## src/sv/u8d_pkg.sv

```systemverilog
// ----------------------------------------------------------------------------
// u8d_pkg
// Shared types and constants of the UTF-8 decoder with replacement.
// ----------------------------------------------------------------------------
package u8d_pkg;

  localparam int unsigned QUEUE_DEPTH = 2;

  localparam logic [20:0] CP_REPLACEMENT = 21'h00FFFD;
  localparam logic [20:0] CP_MAX         = 21'h10FFFF;
  localparam logic [20:0] CP_SURR_LO     = 21'h00D800;
  localparam logic [20:0] CP_SURR_HI     = 21'h00DFFF;
  localparam logic [20:0] CP_TIMES       = 21'h0000D7;
  localparam logic [20:0] CP_LETTER_X    = 21'h000078;
  localparam logic [20:0] CP_MIN_2       = 21'h000080;
  localparam logic [20:0] CP_MIN_3       = 21'h000800;
  localparam logic [20:0] CP_MIN_4       = 21'h010000;

  localparam logic [7:0] LEAD2_LO = 8'hC2;
  localparam logic [7:0] LEAD2_HI = 8'hDF;
  localparam logic [7:0] LEAD3_LO = 8'hE0;
  localparam logic [7:0] LEAD3_HI = 8'hEF;
  localparam logic [7:0] LEAD4_LO = 8'hF0;
  localparam logic [7:0] LEAD4_HI = 8'hF4;

  localparam logic [2:0] SEQ_NONE = 3'd0;
  localparam logic [2:0] SEQ_TWO  = 3'd2;
  localparam logic [2:0] SEQ_THREE = 3'd3;
  localparam logic [2:0] SEQ_FOUR = 3'd4;

  // Results caused by one word: n_repl replacements, then an optional code point.
  typedef struct packed {
    logic [2:0]  n_repl;
    logic        has_cp;
    logic [20:0] cp;
    logic        end_name;
  } desc_t;

  typedef struct packed {
    logic full;
    logic empty;
  } q_stat_t;

endpackage

```

## src/sv/u8d_if.sv

```systemverilog
// ----------------------------------------------------------------------------
// u8d_if
// Valid/ready channels of the decoder: raw byte words in, code point words out.
// ----------------------------------------------------------------------------
interface u8d_in_if;
  logic       valid;
  logic       ready;
  logic [7:0] data_byte;
  logic       end_of_name;

  modport source (output valid, output data_byte, output end_of_name, input ready);
  modport sink   (input valid, input data_byte, input end_of_name, output ready);
endinterface

interface u8d_out_if;
  logic        valid;
  logic        ready;
  logic [20:0] code_point;
  logic        replaced;
  logic        last_of_run;
  logic        name_done;

  modport source (output valid, output code_point, output replaced,
                  output last_of_run, output name_done, input ready);
  modport sink   (input valid, input code_point, input replaced,
                  input last_of_run, input name_done, output ready);
endinterface

```

## src/sv/utf8_decoder_with_replacement.sv

```systemverilog
// ----------------------------------------------------------------------------
// utf8_decoder_with_replacement
// UTF-8 decoder: byte words in, code point words out, with U+FFFD replacement.
//
//   channel | dir | handshake         | payload
//   in_ch   | in  | valid/ready       | data_byte[7:0], end_of_name
//   out_ch  | out | valid/ready       | code_point[20:0], replaced, last_of_run,
//           |     |                   | name_done
//
// One byte word accepted per cycle while the descriptor queue has room.
// A byte word yields zero to four result words; the expander sends one per
// cycle while out_ch.ready does not stall it.
// A byte's results pass through the descriptor queue, then the output register.
// Synchronous active-low reset clears sequence state, queue and output valid.
// Output stalls back up to in_ch.ready once QUEUE_DEPTH descriptors wait behind
// the output register; byte words that cause no result take no queue slot.
// ----------------------------------------------------------------------------
module utf8_decoder_with_replacement #(
  parameter int unsigned QUEUE_DEPTH = u8d_pkg::QUEUE_DEPTH
) (
  input logic              clk,
  input logic              rst_n,
  u8d_in_if.sink           in_ch,
  u8d_out_if.source        out_ch
);

  logic             accept;
  logic             push;
  logic             pop;
  u8d_pkg::desc_t   push_desc;
  u8d_pkg::desc_t   head;
  u8d_pkg::q_stat_t stat;

  assign in_ch.ready = !stat.full;
  assign accept      = in_ch.valid && !stat.full;

  u8d_front u_front (
    .clk         (clk),
    .rst_n       (rst_n),
    .accept      (accept),
    .data_byte   (in_ch.data_byte),
    .end_of_name (in_ch.end_of_name),
    .push        (push),
    .desc        (push_desc)
  );

  u8d_fifo #(
    .DEPTH (QUEUE_DEPTH)
  ) u_fifo (
    .clk       (clk),
    .rst_n     (rst_n),
    .push      (push),
    .push_desc (push_desc),
    .pop       (pop),
    .head      (head),
    .stat      (stat)
  );

  u8d_back u_back (
    .clk         (clk),
    .rst_n       (rst_n),
    .head        (head),
    .stat        (stat),
    .pop         (pop),
    .out_valid   (out_ch.valid),
    .out_ready   (out_ch.ready),
    .code_point  (out_ch.code_point),
    .replaced    (out_ch.replaced),
    .last_of_run (out_ch.last_of_run),
    .name_done   (out_ch.name_done)
  );

endmodule

```

## src/sv/u8d_front.sv

```systemverilog
// ----------------------------------------------------------------------------
// u8d_front
// Sequence tracker: classifies each byte, emits a descriptor if it has results.
// ----------------------------------------------------------------------------
module u8d_front (
  input  logic           clk,
  input  logic           rst_n,
  input  logic           accept,
  input  logic [7:0]     data_byte,
  input  logic           end_of_name,
  output logic           push,
  output u8d_pkg::desc_t desc
);

  logic [2:0]  len_r, len_nxt;
  logic [1:0]  cnt_r, cnt_nxt;
  logic [20:0] pv_r, pv_nxt;

  logic [20:0] pv_shift;
  logic [2:0]  cnt_inc;
  logic [20:0] minimum;
  logic        value_ok;
  logic        is_cont;
  logic        consumed;
  logic [2:0]  n_repl;
  logic        has_cp;
  logic [20:0] cp;
  logic [2:0]  total;

  assign pv_shift = {pv_r[14:0], data_byte[5:0]};
  assign cnt_inc  = {1'b0, cnt_r} + 3'd1;
  assign is_cont  = (data_byte[7:6] == 2'b10);

  always_comb begin
    case (len_r)
      u8d_pkg::SEQ_TWO:   minimum = u8d_pkg::CP_MIN_2;
      u8d_pkg::SEQ_THREE: minimum = u8d_pkg::CP_MIN_3;
      default:            minimum = u8d_pkg::CP_MIN_4;
    endcase
  end

  assign value_ok = (pv_shift >= minimum) && (pv_shift <= u8d_pkg::CP_MAX) &&
                    !((pv_shift >= u8d_pkg::CP_SURR_LO) && (pv_shift <= u8d_pkg::CP_SURR_HI));

  always_comb begin
    len_nxt  = len_r;
    cnt_nxt  = cnt_r;
    pv_nxt   = pv_r;
    n_repl   = 3'd0;
    has_cp   = 1'b0;
    cp       = {13'd0, data_byte};
    consumed = 1'b0;

    if (len_r != u8d_pkg::SEQ_NONE) begin
      if (is_cont) begin
        consumed = 1'b1;
        if ((cnt_inc + 3'd1) >= len_r) begin
          if (value_ok) begin
            has_cp = 1'b1;
            cp     = (pv_shift == u8d_pkg::CP_TIMES) ? u8d_pkg::CP_LETTER_X : pv_shift;
          end else begin
            n_repl = len_r;
          end
          len_nxt = u8d_pkg::SEQ_NONE;
          cnt_nxt = 2'd0;
          pv_nxt  = 21'd0;
        end else begin
          pv_nxt  = pv_shift;
          cnt_nxt = cnt_inc[1:0];
        end
      end else begin
        // breaking byte: flush buffered bytes, decode it as a new byte below
        n_repl  = cnt_inc;
        len_nxt = u8d_pkg::SEQ_NONE;
        cnt_nxt = 2'd0;
        pv_nxt  = 21'd0;
      end
    end

    if (!consumed) begin
      if (!data_byte[7]) begin
        has_cp = 1'b1;
        cp     = {13'd0, data_byte};
      end else if (data_byte >= u8d_pkg::LEAD2_LO && data_byte <= u8d_pkg::LEAD2_HI) begin
        len_nxt = u8d_pkg::SEQ_TWO;
        cnt_nxt = 2'd0;
        pv_nxt  = {16'd0, data_byte[4:0]};
      end else if (data_byte >= u8d_pkg::LEAD3_LO && data_byte <= u8d_pkg::LEAD3_HI) begin
        len_nxt = u8d_pkg::SEQ_THREE;
        cnt_nxt = 2'd0;
        pv_nxt  = {17'd0, data_byte[3:0]};
      end else if (data_byte >= u8d_pkg::LEAD4_LO && data_byte <= u8d_pkg::LEAD4_HI) begin
        len_nxt = u8d_pkg::SEQ_FOUR;
        cnt_nxt = 2'd0;
        pv_nxt  = {18'd0, data_byte[2:0]};
      end else begin
        n_repl = n_repl + 3'd1;
      end
    end

    if (end_of_name) begin
      if (len_nxt != u8d_pkg::SEQ_NONE) begin
        n_repl = n_repl + 3'd1 + {1'b0, cnt_nxt};
      end
      len_nxt = u8d_pkg::SEQ_NONE;
      cnt_nxt = 2'd0;
      pv_nxt  = 21'd0;
    end
  end

  assign total = n_repl + {2'd0, has_cp};
  assign push  = accept && (total != 3'd0);

  assign desc.n_repl   = n_repl;
  assign desc.has_cp   = has_cp;
  assign desc.cp       = cp;
  assign desc.end_name = end_of_name;

  always_ff @(posedge clk) begin
    if (!rst_n) begin
      len_r <= u8d_pkg::SEQ_NONE;
      cnt_r <= 2'd0;
      pv_r  <= 21'd0;
    end else if (accept) begin
      len_r <= len_nxt;
      cnt_r <= cnt_nxt;
      pv_r  <= pv_nxt;
    end
  end

endmodule

```

## src/sv/u8d_fifo.sv

```systemverilog
// ----------------------------------------------------------------------------
// u8d_fifo
// Short descriptor queue between the sequence tracker and the result expander.
// ----------------------------------------------------------------------------
module u8d_fifo #(
  parameter int unsigned DEPTH = u8d_pkg::QUEUE_DEPTH
) (
  input  logic              clk,
  input  logic              rst_n,
  input  logic              push,
  input  u8d_pkg::desc_t    push_desc,
  input  logic              pop,
  output u8d_pkg::desc_t    head,
  output u8d_pkg::q_stat_t  stat
);

  localparam int unsigned PTR_W = (DEPTH > 1) ? $clog2(DEPTH) : 1;
  localparam int unsigned CNT_W = $clog2(DEPTH + 1);
  localparam logic [PTR_W-1:0] PTR_LAST = PTR_W'(DEPTH - 1);
  localparam logic [CNT_W-1:0] CNT_FULL = CNT_W'(DEPTH);

  u8d_pkg::desc_t mem_r [DEPTH];

  logic [PTR_W-1:0] wr_ptr_r, wr_ptr_nxt;
  logic [PTR_W-1:0] rd_ptr_r, rd_ptr_nxt;
  logic [CNT_W-1:0] cnt_r, cnt_nxt;

  assign head       = mem_r[rd_ptr_r];
  assign stat.full  = (cnt_r == CNT_FULL);
  assign stat.empty = (cnt_r == '0);

  always_comb begin
    wr_ptr_nxt = wr_ptr_r;
    rd_ptr_nxt = rd_ptr_r;
    cnt_nxt    = cnt_r;
    if (push) begin
      wr_ptr_nxt = (wr_ptr_r == PTR_LAST) ? '0 : wr_ptr_r + PTR_W'(1);
    end
    if (pop) begin
      rd_ptr_nxt = (rd_ptr_r == PTR_LAST) ? '0 : rd_ptr_r + PTR_W'(1);
    end
    if (push && !pop) begin
      cnt_nxt = cnt_r + CNT_W'(1);
    end else if (pop && !push) begin
      cnt_nxt = cnt_r - CNT_W'(1);
    end
  end

  always_ff @(posedge clk) begin
    if (!rst_n) begin
      wr_ptr_r <= '0;
      rd_ptr_r <= '0;
      cnt_r    <= '0;
    end else begin
      wr_ptr_r <= wr_ptr_nxt;
      rd_ptr_r <= rd_ptr_nxt;
      cnt_r    <= cnt_nxt;
    end
  end

  always_ff @(posedge clk) begin
    if (push) begin
      mem_r[wr_ptr_r] <= push_desc;
    end
  end

endmodule

```

## src/sv/u8d_back.sv

```systemverilog
// ----------------------------------------------------------------------------
// u8d_back
// Result expander: turns each descriptor into its code point words, one per
// cycle while out_ready allows, through an output register.
// ----------------------------------------------------------------------------
module u8d_back (
  input  logic             clk,
  input  logic             rst_n,
  input  u8d_pkg::desc_t   head,
  input  u8d_pkg::q_stat_t stat,
  output logic             pop,
  output logic             out_valid,
  input  logic             out_ready,
  output logic [20:0]      code_point,
  output logic             replaced,
  output logic             last_of_run,
  output logic             name_done
);

  logic [1:0]  idx_r, idx_nxt;
  logic        valid_r, valid_nxt;
  logic [20:0] cp_r;
  logic        repl_r, last_r, done_r;

  logic        load;
  logic        take;
  logic [2:0]  total;
  logic        item_last;
  logic        item_repl;

  assign load      = !valid_r || out_ready;
  assign take      = load && !stat.empty;
  assign total     = head.n_repl + {2'd0, head.has_cp};
  assign item_last = ({1'b0, idx_r} == (total - 3'd1));
  assign item_repl = ({1'b0, idx_r} < head.n_repl);
  assign pop       = take && item_last;

  always_comb begin
    idx_nxt   = idx_r;
    valid_nxt = valid_r;
    if (load) begin
      valid_nxt = !stat.empty;
    end
    if (take) begin
      idx_nxt = item_last ? 2'd0 : idx_r + 2'd1;
    end
  end

  always_ff @(posedge clk) begin
    if (!rst_n) begin
      idx_r   <= 2'd0;
      valid_r <= 1'b0;
    end else begin
      idx_r   <= idx_nxt;
      valid_r <= valid_nxt;
    end
  end

  always_ff @(posedge clk) begin
    if (take) begin
      cp_r   <= item_repl ? u8d_pkg::CP_REPLACEMENT : head.cp;
      repl_r <= item_repl;
      last_r <= item_last;
      done_r <= item_last && head.end_name;
    end
  end

  assign out_valid   = valid_r;
  assign code_point  = cp_r;
  assign replaced    = repl_r;
  assign last_of_run = last_r;
  assign name_done   = done_r;

endmodule

```

## src/flat_wrapper.sv

```systemverilog
// flat-port wrapper written by rule: the top's interface ports become plain ports
module utf8_decoder_with_replacement_flat 
#(
  parameter int unsigned QUEUE_DEPTH = u8d_pkg::QUEUE_DEPTH
)
  (clk, rst_n, in_ch_valid, in_ch_data_byte, in_ch_end_of_name, in_ch_ready, out_ch_valid, out_ch_code_point, out_ch_replaced, out_ch_last_of_run, out_ch_name_done, out_ch_ready);
  u8d_in_if in_ch_i ();
  u8d_out_if out_ch_i ();
  input logic clk;
  input logic rst_n;
  input wire logic [$bits(in_ch_i.valid)-1:0] in_ch_valid;
  input wire logic [$bits(in_ch_i.data_byte)-1:0] in_ch_data_byte;
  input wire logic [$bits(in_ch_i.end_of_name)-1:0] in_ch_end_of_name;
  output wire logic [$bits(in_ch_i.ready)-1:0] in_ch_ready;
  output wire logic [$bits(out_ch_i.valid)-1:0] out_ch_valid;
  output wire logic [$bits(out_ch_i.code_point)-1:0] out_ch_code_point;
  output wire logic [$bits(out_ch_i.replaced)-1:0] out_ch_replaced;
  output wire logic [$bits(out_ch_i.last_of_run)-1:0] out_ch_last_of_run;
  output wire logic [$bits(out_ch_i.name_done)-1:0] out_ch_name_done;
  input wire logic [$bits(out_ch_i.ready)-1:0] out_ch_ready;
  assign in_ch_i.valid = in_ch_valid;
  assign in_ch_i.data_byte = in_ch_data_byte;
  assign in_ch_i.end_of_name = in_ch_end_of_name;
  assign in_ch_ready = in_ch_i.ready;
  assign out_ch_valid = out_ch_i.valid;
  assign out_ch_code_point = out_ch_i.code_point;
  assign out_ch_replaced = out_ch_i.replaced;
  assign out_ch_last_of_run = out_ch_i.last_of_run;
  assign out_ch_name_done = out_ch_i.name_done;
  assign out_ch_i.ready = out_ch_ready;
  utf8_decoder_with_replacement #(.QUEUE_DEPTH(QUEUE_DEPTH)) u_core (.clk(clk), .rst_n(rst_n), .in_ch(in_ch_i), .out_ch(out_ch_i));
endmodule
```

## config.mk

```make
export PLATFORM = sky130hd
export DESIGN_NAME = utf8_decoder_with_replacement_flat
export DESIGN_NICKNAME = d
export VERILOG_FILES = /design/src/sv/u8d_pkg.sv /design/src/sv/u8d_if.sv /design/src/sv/utf8_decoder_with_replacement.sv /design/src/sv/u8d_front.sv /design/src/sv/u8d_fifo.sv /design/src/sv/u8d_back.sv /design/src/flat_wrapper.sv
export SDC_FILE = /design/constraint.sdc
export NUM_CORES = 1
export LEC_CHECK = 0
export BUFFER_PORTS_ARGS = -buffer_cell sky130_fd_sc_hd__clkbuf_2
export CORE_MARGIN = 4
export CORE_UTILIZATION = 60
export CTS_CLUSTER_SIZE = 28
export DETAILED_ROUTE_END_ITERATION = 10
export PLACE_DENSITY = 0.83
export SETUP_SLACK_MARGIN = 0.1
export SLEW_MARGIN = 0
export SYNTH_ARGS = -nofsm -noshare
export SYNTH_HDL_FRONTEND = slang
export SYNTH_SLANG_ARGS = --single-unit
```

## constraint.sdc

```tcl
create_clock -name clk -period 6.8 [get_ports clk]
set_clock_uncertainty 0.2 [all_clocks]
set_input_delay 1.02 -clock clk [delete_from_list [all_inputs] [get_ports clk]]
set_output_delay 1.02 -clock clk [all_outputs]
set_load 0.005 [all_outputs]
```

==> metrics, run 1 <==
GR Overflow Total 0; Worst setup SP type register; most frequent CP cell ha_1; Resize count post-CTS 0; Top delay family on crit path adder cells; routed len/inst 17.48 um; worst relative slew slack 25.75%; status finished, final reports clean; Post-Synth Simple-Gate Area 17.45%; layout cells sized above 1 16.48%; Area Overhead vs Synth 10.78%; I/O pin count 39; Post-CTS Setup Repair Bufs 0; Final TNS setup 0 ns; ys flop type edfxtp_1; worst-margin pin slew 1.105 ns; diodes inserted 0; Post-route DRC 0; Worst-path clk slew 0.11 ns; R2R cell count 23; first drt pass iteration count 5; worst hold path type reg2reg; worst vdd ir 0.1816 mV; XOR/XNOR Fraction of Synth Area 1.962%; synth top area cells edfxtp_1 (46%), dfxtp_1 (11%), mux2i_1 (5.5%); Crit path largest cell delay 0.48 ns; number of max-capacitance violations reported 0; final-report max-slew violation count 0; synthesized instance count 404; Clock Sinks 104; die area 9696 um2; Hold EP u_core.u_back.code_point[13]; WP buf/inv 3; CORE AREA 7848 um2; CTS Root Cell clkbuf_8; DP HPWL 6763 um; CTS tree yes; reg2reg end u_core.u_fifo.cnt_r[1]; Reg2Reg Setup Slack 0.79 ns; number of enable flip-flop cells after synthesis 76; Bufs on Longest Clock Path 2; first-pass GRT wire length 16,060 um; Worst EP arrival 6.11 ns; Setup violations, final 0; area leader, netlist edfxtp_1; largest net degree at the start of global routing 32; average instance area after synthesis 12.16 um2; Placer Congestion 0.9308; Seq/Total Area, Yosys 57.89%; R2R Path Start u_core.u_front.cnt_r[0]; synth unique cells 61; RSZ-0062 raised after global routing false; fraction of registers with async set/reset 0%; #FFs+latches synth 104; CP Data Required Time 6.90 ns; die width 98.47 um; Core Rows 32; fill count 591; synth warn 0; f_max 0.1663 GHz; Compound-Gate Fraction of Synth Area 10.29%; Worst Path Class, Setup reg2reg; Tcrit/Tclk final 88.44%; initial antenna violation count 0; Core Util, Final 69.32%; leakage 1.926 nW; layout net count 474; leading cell type in the layout, fill and taps excluded edfxtp_1; CTS Buf Count 9; WL final 9631 um; Crit. End Element register; Routed Antenna Nets 0; starting density of the core 62.58%; Clk Latency, worst-skew pair 0.37 ns; vias per cell 5.929; worst-path maximum fanout 8; H-tree levels 3; P per Cell Area 306.6 nW/um2; hold depth 2; DR vias 3,267; commonest cells after routing, fill and taps aside edfxtp_1 (76), clkbuf_2 (38), nand2_1 (31), dfxtp_1 (28); mux contribution to synthesized area 5.962%; slowest library cell on the worst path dfxtp_1; CTS hold repair buffers 0; height of the die 98.47 um; Post-Syn Nets 434; dominant combinational cell family by area after synthesis simple AND/OR/NAND/NOR gates; Port Buffer Count 38; crit-path cells inv_1 > ha_1 > xor2_1 > ha_1 > a31oi_1 > buf_4 > nor3_1 > nand3_1 > a21oi_1 > ha_1 > mux2_2 > fa_1 > mux2_2 > ha_1 > inv_1 > a31oi_1 > o211a_1 > or2_1 > xor2_1 > a21oi_1 > ha_1 > or3_1 > a21boi_0; Hold Vio Cnt, Final 0; min Tclk post-route 6.014 ns; via count of the first global-routing pass 3,225; Mapped Area 4911 um2; First DRT Iteration DRCs 213; Yosys top cell area share 46.47%; post-synthesis adder-cell area fraction 4.484%; GRT Resource Usage Total 21.02%; hold path start u_core.u_fifo.mem_r[0][14]
## worst reg2reg max path: stages, from the launching register on
cell and delay [ns]:
dfxtp_1 0.48, inv_1 0.12, ha_1 0.37, xor2_1 0.16, ha_1 0.28, a31oi_1 0.07
buf_4 0.17, nor3_1 0.26, nand3_1 0.11, a21oi_1 0.20, ha_1 0.26, mux2_2 0.29
fa_1 0.47, mux2_2 0.30, ha_1 0.21, inv_1 0.07, a31oi_1 0.06, o211a_1 0.29
or2_1 0.24, xor2_1 0.36, a21oi_1 0.13, ha_1 0.33, or3_1 0.37, a21boi_0 0.16
## state kept, by name, indices dropped and copies added, names as in the netlist, named ones only
register                   flops
u_core.u_back.code_point      21
u_core.u_back.idx_r            2
u_core.u_back.last_of_run      1
u_core.u_back.name_done        1
u_core.u_back.out_valid        1
u_core.u_back.replaced         1
u_core.u_fifo.cnt_r            2
u_core.u_fifo.mem_r           52
u_core.u_fifo.rd_ptr_r         1
u_core.u_fifo.wr_ptr_r         1
u_core.u_front.cnt_r           2
u_core.u_front.len_r           3
u_core.u_front.pv_r           15
## per-stage QoR
| stage | setup slack (ns) | hold slack (ns) | cell area [um2] | std cells | power, mW |
|---|---|---|---|---|---|
| final | 0.7860 | 0.3360 | 5440 | 551 | 1.668 |
| after global routing | 0.3848 | 0.3608 | 5440 | 551 | 1.765 |
| after CTS | 0.7672 | 0.3430 | 5440 | 551 | 1.682 |
| after detailed placement | 0.7126 | 0.3219 | 5225 | 535 | 1.287 |
| after global placement | 0.8862 | 0.3137 | 5225 | 535 | 1.265 |
| after floorplan | 0.4911 | 0.2906 | 4911 | 404 | 1.143 |
## final cells by class
type	count	area [um2]	area share [%]
flip-flops and latches	104	2843	52.25
inverters	11	41.29	0.7590
multi-input cells	275	1986	36.50
clock buffers	9	123.9	2.277
well taps	102	127.6	2.346
clock inverters	7	91.34	1.679
repair buffers	43	227.7	4.186
## metal layers
metal	wire length (um)	global-route usage, %	part of all wire, %	up-vias
met3	633	4.176	6.6	28
met4	319	9.349	3.3	0
met5	0	0	0	-
met1	4234	28.69	44	1528
li1	-	-	-	1584
met2	4443	32.81	46	127
## synthesized netlist by cell type (2+ instances only)
cell type  count
edfxtp_1      76
xnor2_1        5
o21a_1         2
nor4bb_1       2
nor3_1         8
a21o_1         3
clkbuf_1      11
nand2b_1       5
and3_1         4
or2_2          2
inv_1         11
and4_1         3
nand2_1       31
nand4_1        3
a22oi_1       15
nand3_1        5
o21ai_0       11
a21oi_1        7
mux2_2         2
o211a_1        3
xor2_1         6
nor4_1         5
a211oi_2       2
buf_2          2
or3_1          4
nor2_1        20
a21boi_0       2
nor2b_1       27
nor4b_1        3
and2_1        19
dfxtp_1       28
a31oi_1        4
nor3b_1        4
mux2i_1       27
ha_1          16
## cell families after synthesis
family,after synthesis
compound gates,66
xor+xnor,11
fa+ha+maj,17
buf+inv,25
flops,104
mux,29
simple gates,152
## how the worst max path moves through the flow
stage                            start                        end  slack [ns]  depth (start not counted)
3_3_place_gp        in_ch_data_byte[6]     u_core.u_fifo.cnt_r[1]        0.89                         20
2_1_floorplan       in_ch_data_byte[7]  u_core.u_fifo.mem_r[1][0]        0.49                         17
4_1_cts        u_core.u_front.cnt_r[0]     u_core.u_fifo.cnt_r[1]        0.77                         23
3_5_place_dp        in_ch_data_byte[6]     u_core.u_fifo.cnt_r[1]        0.71                         20
6_report       u_core.u_front.cnt_r[0]     u_core.u_fifo.cnt_r[1]        0.79                         23
5_1_grt        u_core.u_front.cnt_r[0]     u_core.u_fifo.cnt_r[1]        0.38                         23
## report_power, final
| group | total (mW) | internal (mW) | switching [mW] | leakage [nW] |
|---|---|---|---|---|
| Clock | 0.402 | 0.178 | 0.223 | 0.105 |
| Sequential | 0.869 | 0.830 | 0.0396 | 0.918 |
| Combinational | 0.397 | 0.151 | 0.246 | 0.903 |
| Total | 1.67 | 1.16 | 0.509 | 1.93 |
No activity file was read; power rests on OpenSTA's default activity.
==> run 2: changes to the inputs <==
--- a/config.mk
+++ b/config.mk
@@ -10,7 +10,7 @@
 export CORE_UTILIZATION = 60
 export CTS_CLUSTER_SIZE = 28
 export DETAILED_ROUTE_END_ITERATION = 10
-export PLACE_DENSITY = 0.83
+export PLACE_DENSITY = 0.8
 export SETUP_SLACK_MARGIN = 0.1
 export SLEW_MARGIN = 0
 export SYNTH_ARGS = -nofsm -noshare
==> run 2 against run 1 <==
Against the previous run: sequential power about the same; core utilization decreased by 0.32 points; critical endpoint unchanged; routed wire length barely moved; clock power shrank 9.5%; power is 2.2% lower; largest cell class unchanged; clock-buffer cell count rose by 1; final cell count unchanged; sequential share of layout area up 0.24 points; flip-flop and latch count is the same; register-to-register slack improved by 0.02 ns; non-clock buffer count unchanged.
==> metrics, run 2 (synthesis gave the netlist of run 1 again) <==
Worst Path Class, Setup reg2reg; initial antenna violation count 0 (unchanged); worst relative slew slack 19.47% (-6.3 points); first-pass GRT wire length 15,790 um (-1.7%); Area Overhead vs Synth 10.27%; largest net degree at the start of global routing 32 (unchanged); Worst setup SP type register; Crit. End Element register; CORE AREA 7848 um2 (unchanged); GRT Resource Usage Total 20.36% (-0.65 points); CP Data Required Time 6.90 ns (about the same); via count of the first global-routing pass 3,209 (-0.50%); GR Overflow Total 0 (unchanged); largest register by flop count u_core.u_fifo.mem_r; WL final 9629 um (about the same); starting density of the core 62.58% (unchanged); H-tree levels 3 (unchanged); Worst EP arrival 6.09 ns (-0.02 ns); Clock Sinks 104 (unchanged); status finished, final reports clean; die area 9696 um2 (unchanged); f_max 0.1669 GHz (+0.36%); height of the die 98.47 um (unchanged); Resize count post-CTS 0 (unchanged); I/O pin count 39 (unchanged); CTS tree yes; Worst-path clk slew 0.10 ns (about the same); worst-margin pin slew 1.198 ns (+0.09335 ns); internal power 1.124 mW (-3.0%); RSZ-0062 raised after global routing false; CTS Root Cell clkbuf_8; routed len/inst 17.48 um (about the same); number of max-capacitance violations reported 0 (unchanged); most frequent CP cell ha_1; P per Cell Area 301.3 nW/um2 (-1.7%); Port Buffer Count 38 (unchanged); Place WS 0.6870 ns (-0.02558 ns); combinational share of power 24.3% (+0.5 points); DR vias 3,247 (-0.61%); worst hold path type reg2reg; leading cell type in the layout, fill and taps excluded edfxtp_1; min Tclk post-route 5.992 ns (-0.02182 ns); worst vdd ir 0.2054 mV (+13%); Bufs on Longest Clock Path 2 (unchanged); layout net count 474 (unchanged); CTS Buf Count 9 (unchanged); worst-path maximum fanout 5 (-3); Core Util, Final 69.01% (-0.32 points); DP HPWL 6876 um (+1.7%); Seq pwr share 53.3% (+1.2 points); Final TNS setup 0 ns (unchanged); Clk Latency, worst-skew pair 0.37 ns (about the same); sw power 0.5075 mW (-0.31%); Hold Vio Cnt, Final 0 (unchanged); final std cells w/o fill 551 (unchanged); First DRT Iteration DRCs 210 (-1.4%); area of placed instances 5225 um2 (unchanged); Crit path largest cell delay 0.47 ns (about the same); layout cells sized above 1 16.26% (-0.22 points); switching share of power 31.11% (+0.59 points); Post-CTS Setup Repair Bufs 0 (unchanged); commonest cells after routing, fill and taps aside edfxtp_1 (76), clkbuf_2 (38), nand2_1 (31), dfxtp_1 (28); DP Cell Count 535 (unchanged); Placer Congestion 0.9339 (+0.33%); leakage 1.917 nW (-0.44%); diodes inserted 0 (unchanged); first drt pass iteration count 5 (unchanged); Tcrit/Tclk final 88.12% (-0.32 points); Setup WS post-layout 0.8078 ns (+0.02182 ns); vias per cell 5.893 (-0.61%); Top delay family on crit path adder cells; final-report max-slew violation count 0 (unchanged); Core Rows 32 (unchanged); slowest library cell on the worst path fa_1; Routed Antenna Nets 0 (unchanged); CTS hold repair buffers 0 (unchanged); WP buf/inv 2 (-1); clock power share 22.3% (-1.8 points); crit-path cells inv_1 > nor3_1 > ha_1 > or4b_1 > a211o_1 > o211ai_1 > nand3_1 > a21oi_1 > ha_1 > mux2_2 > fa_1 > mux2_2 > ha_1 > inv_1 > a31oi_1 > o211a_1 > or2_1 > xor2_1 > a21oi_1 > ha_1 > or3_1 > a21boi_0; fill count 587 (-0.68%); total power 1.632 mW (-2.2%); max reg flops 52 (unchanged); Setup violations, final 0 (unchanged); die width 98.47 um (unchanged); design area 5415 um2 (-0.46%); worst hold slack 0.3432 ns (+0.007181 ns); Post-route DRC 0 (unchanged)
## run 2: changes by cell type in the layout (fill, tap and decap cells not counted)
cell | previous run | this run
clkinvlp_4 | 1 | 0
clkbuf_1 | 0 | 1
bufinv_16 | 1 | 0
inv_6 | 1 | 2
## run 2: routing by layer
metal / vias to the layer above / track usage (%) / wire [um]
li1: 1580 / - / -
met1: 1560 / 27.41 / 4240
met2: 95 / 33.65 / 4766
met3: 12 / 4.317 / 533
met4: 0 / 5.777 / 89
met5: - / 0 / 0
## run 2: final timing paths
path / from / endpoint / slack [ns] / depth (start not counted)
worst min register to register: u_core.u_fifo.mem_r[0][15] / u_core.u_back.code_point[14] / 0.34 / 2
worst max-delay path: u_core.u_front.len_r[1] / u_core.u_fifo.cnt_r[1] / 0.81 / 22
worst max register to register: u_core.u_front.len_r[1] / u_core.u_fifo.cnt_r[1] / 0.81 / 22
worst min-delay path: u_core.u_fifo.mem_r[0][15] / u_core.u_back.code_point[14] / 0.34 / 2
## run 2: power by group through the flow
| stage | sequential [mW] | combinational (mW) | clock, mW |
|---|---|---|---|
| floorplan | 0.888 | 0.255 | 0 |
| global placement | 0.878 | 0.384 | 0 |
| detailed placement | 0.886 | 0.403 | 0 |
| CTS | 0.871 | 0.404 | 0.372 |
| global route | 0.881 | 0.439 | 0.402 |
| finish | 0.870 | 0.397 | 0.364 |
## run 2: final cells by class
cell class                 count  area [um2]  share of cell area, %
timing repair buffer          43       227.7                  4.205
multi-input combinational    275        1986                  36.67
clock buffer                  10       127.6                  2.357
clock inverter                 6       62.56                  1.155
sequential                   104        2843                  52.50
tap                          102       127.6                  2.357
inverter                      11       41.29                 0.7625
## run 2: worst register-to-register path: cells and delay by family, from the launching register on
kind / cells / cell delay [ns]
AND/OR/NAND/NOR: 5 / 1.35
adder cells (fa/ha/maj): 5 / 1.42
XOR/XNOR: 1 / 0.37
buffers and inverters: 2 / 0.16
flip-flops: 1 / 0.42
multiplexers: 2 / 0.59
AO/OA/AOI/OAI: 7 / 1.40
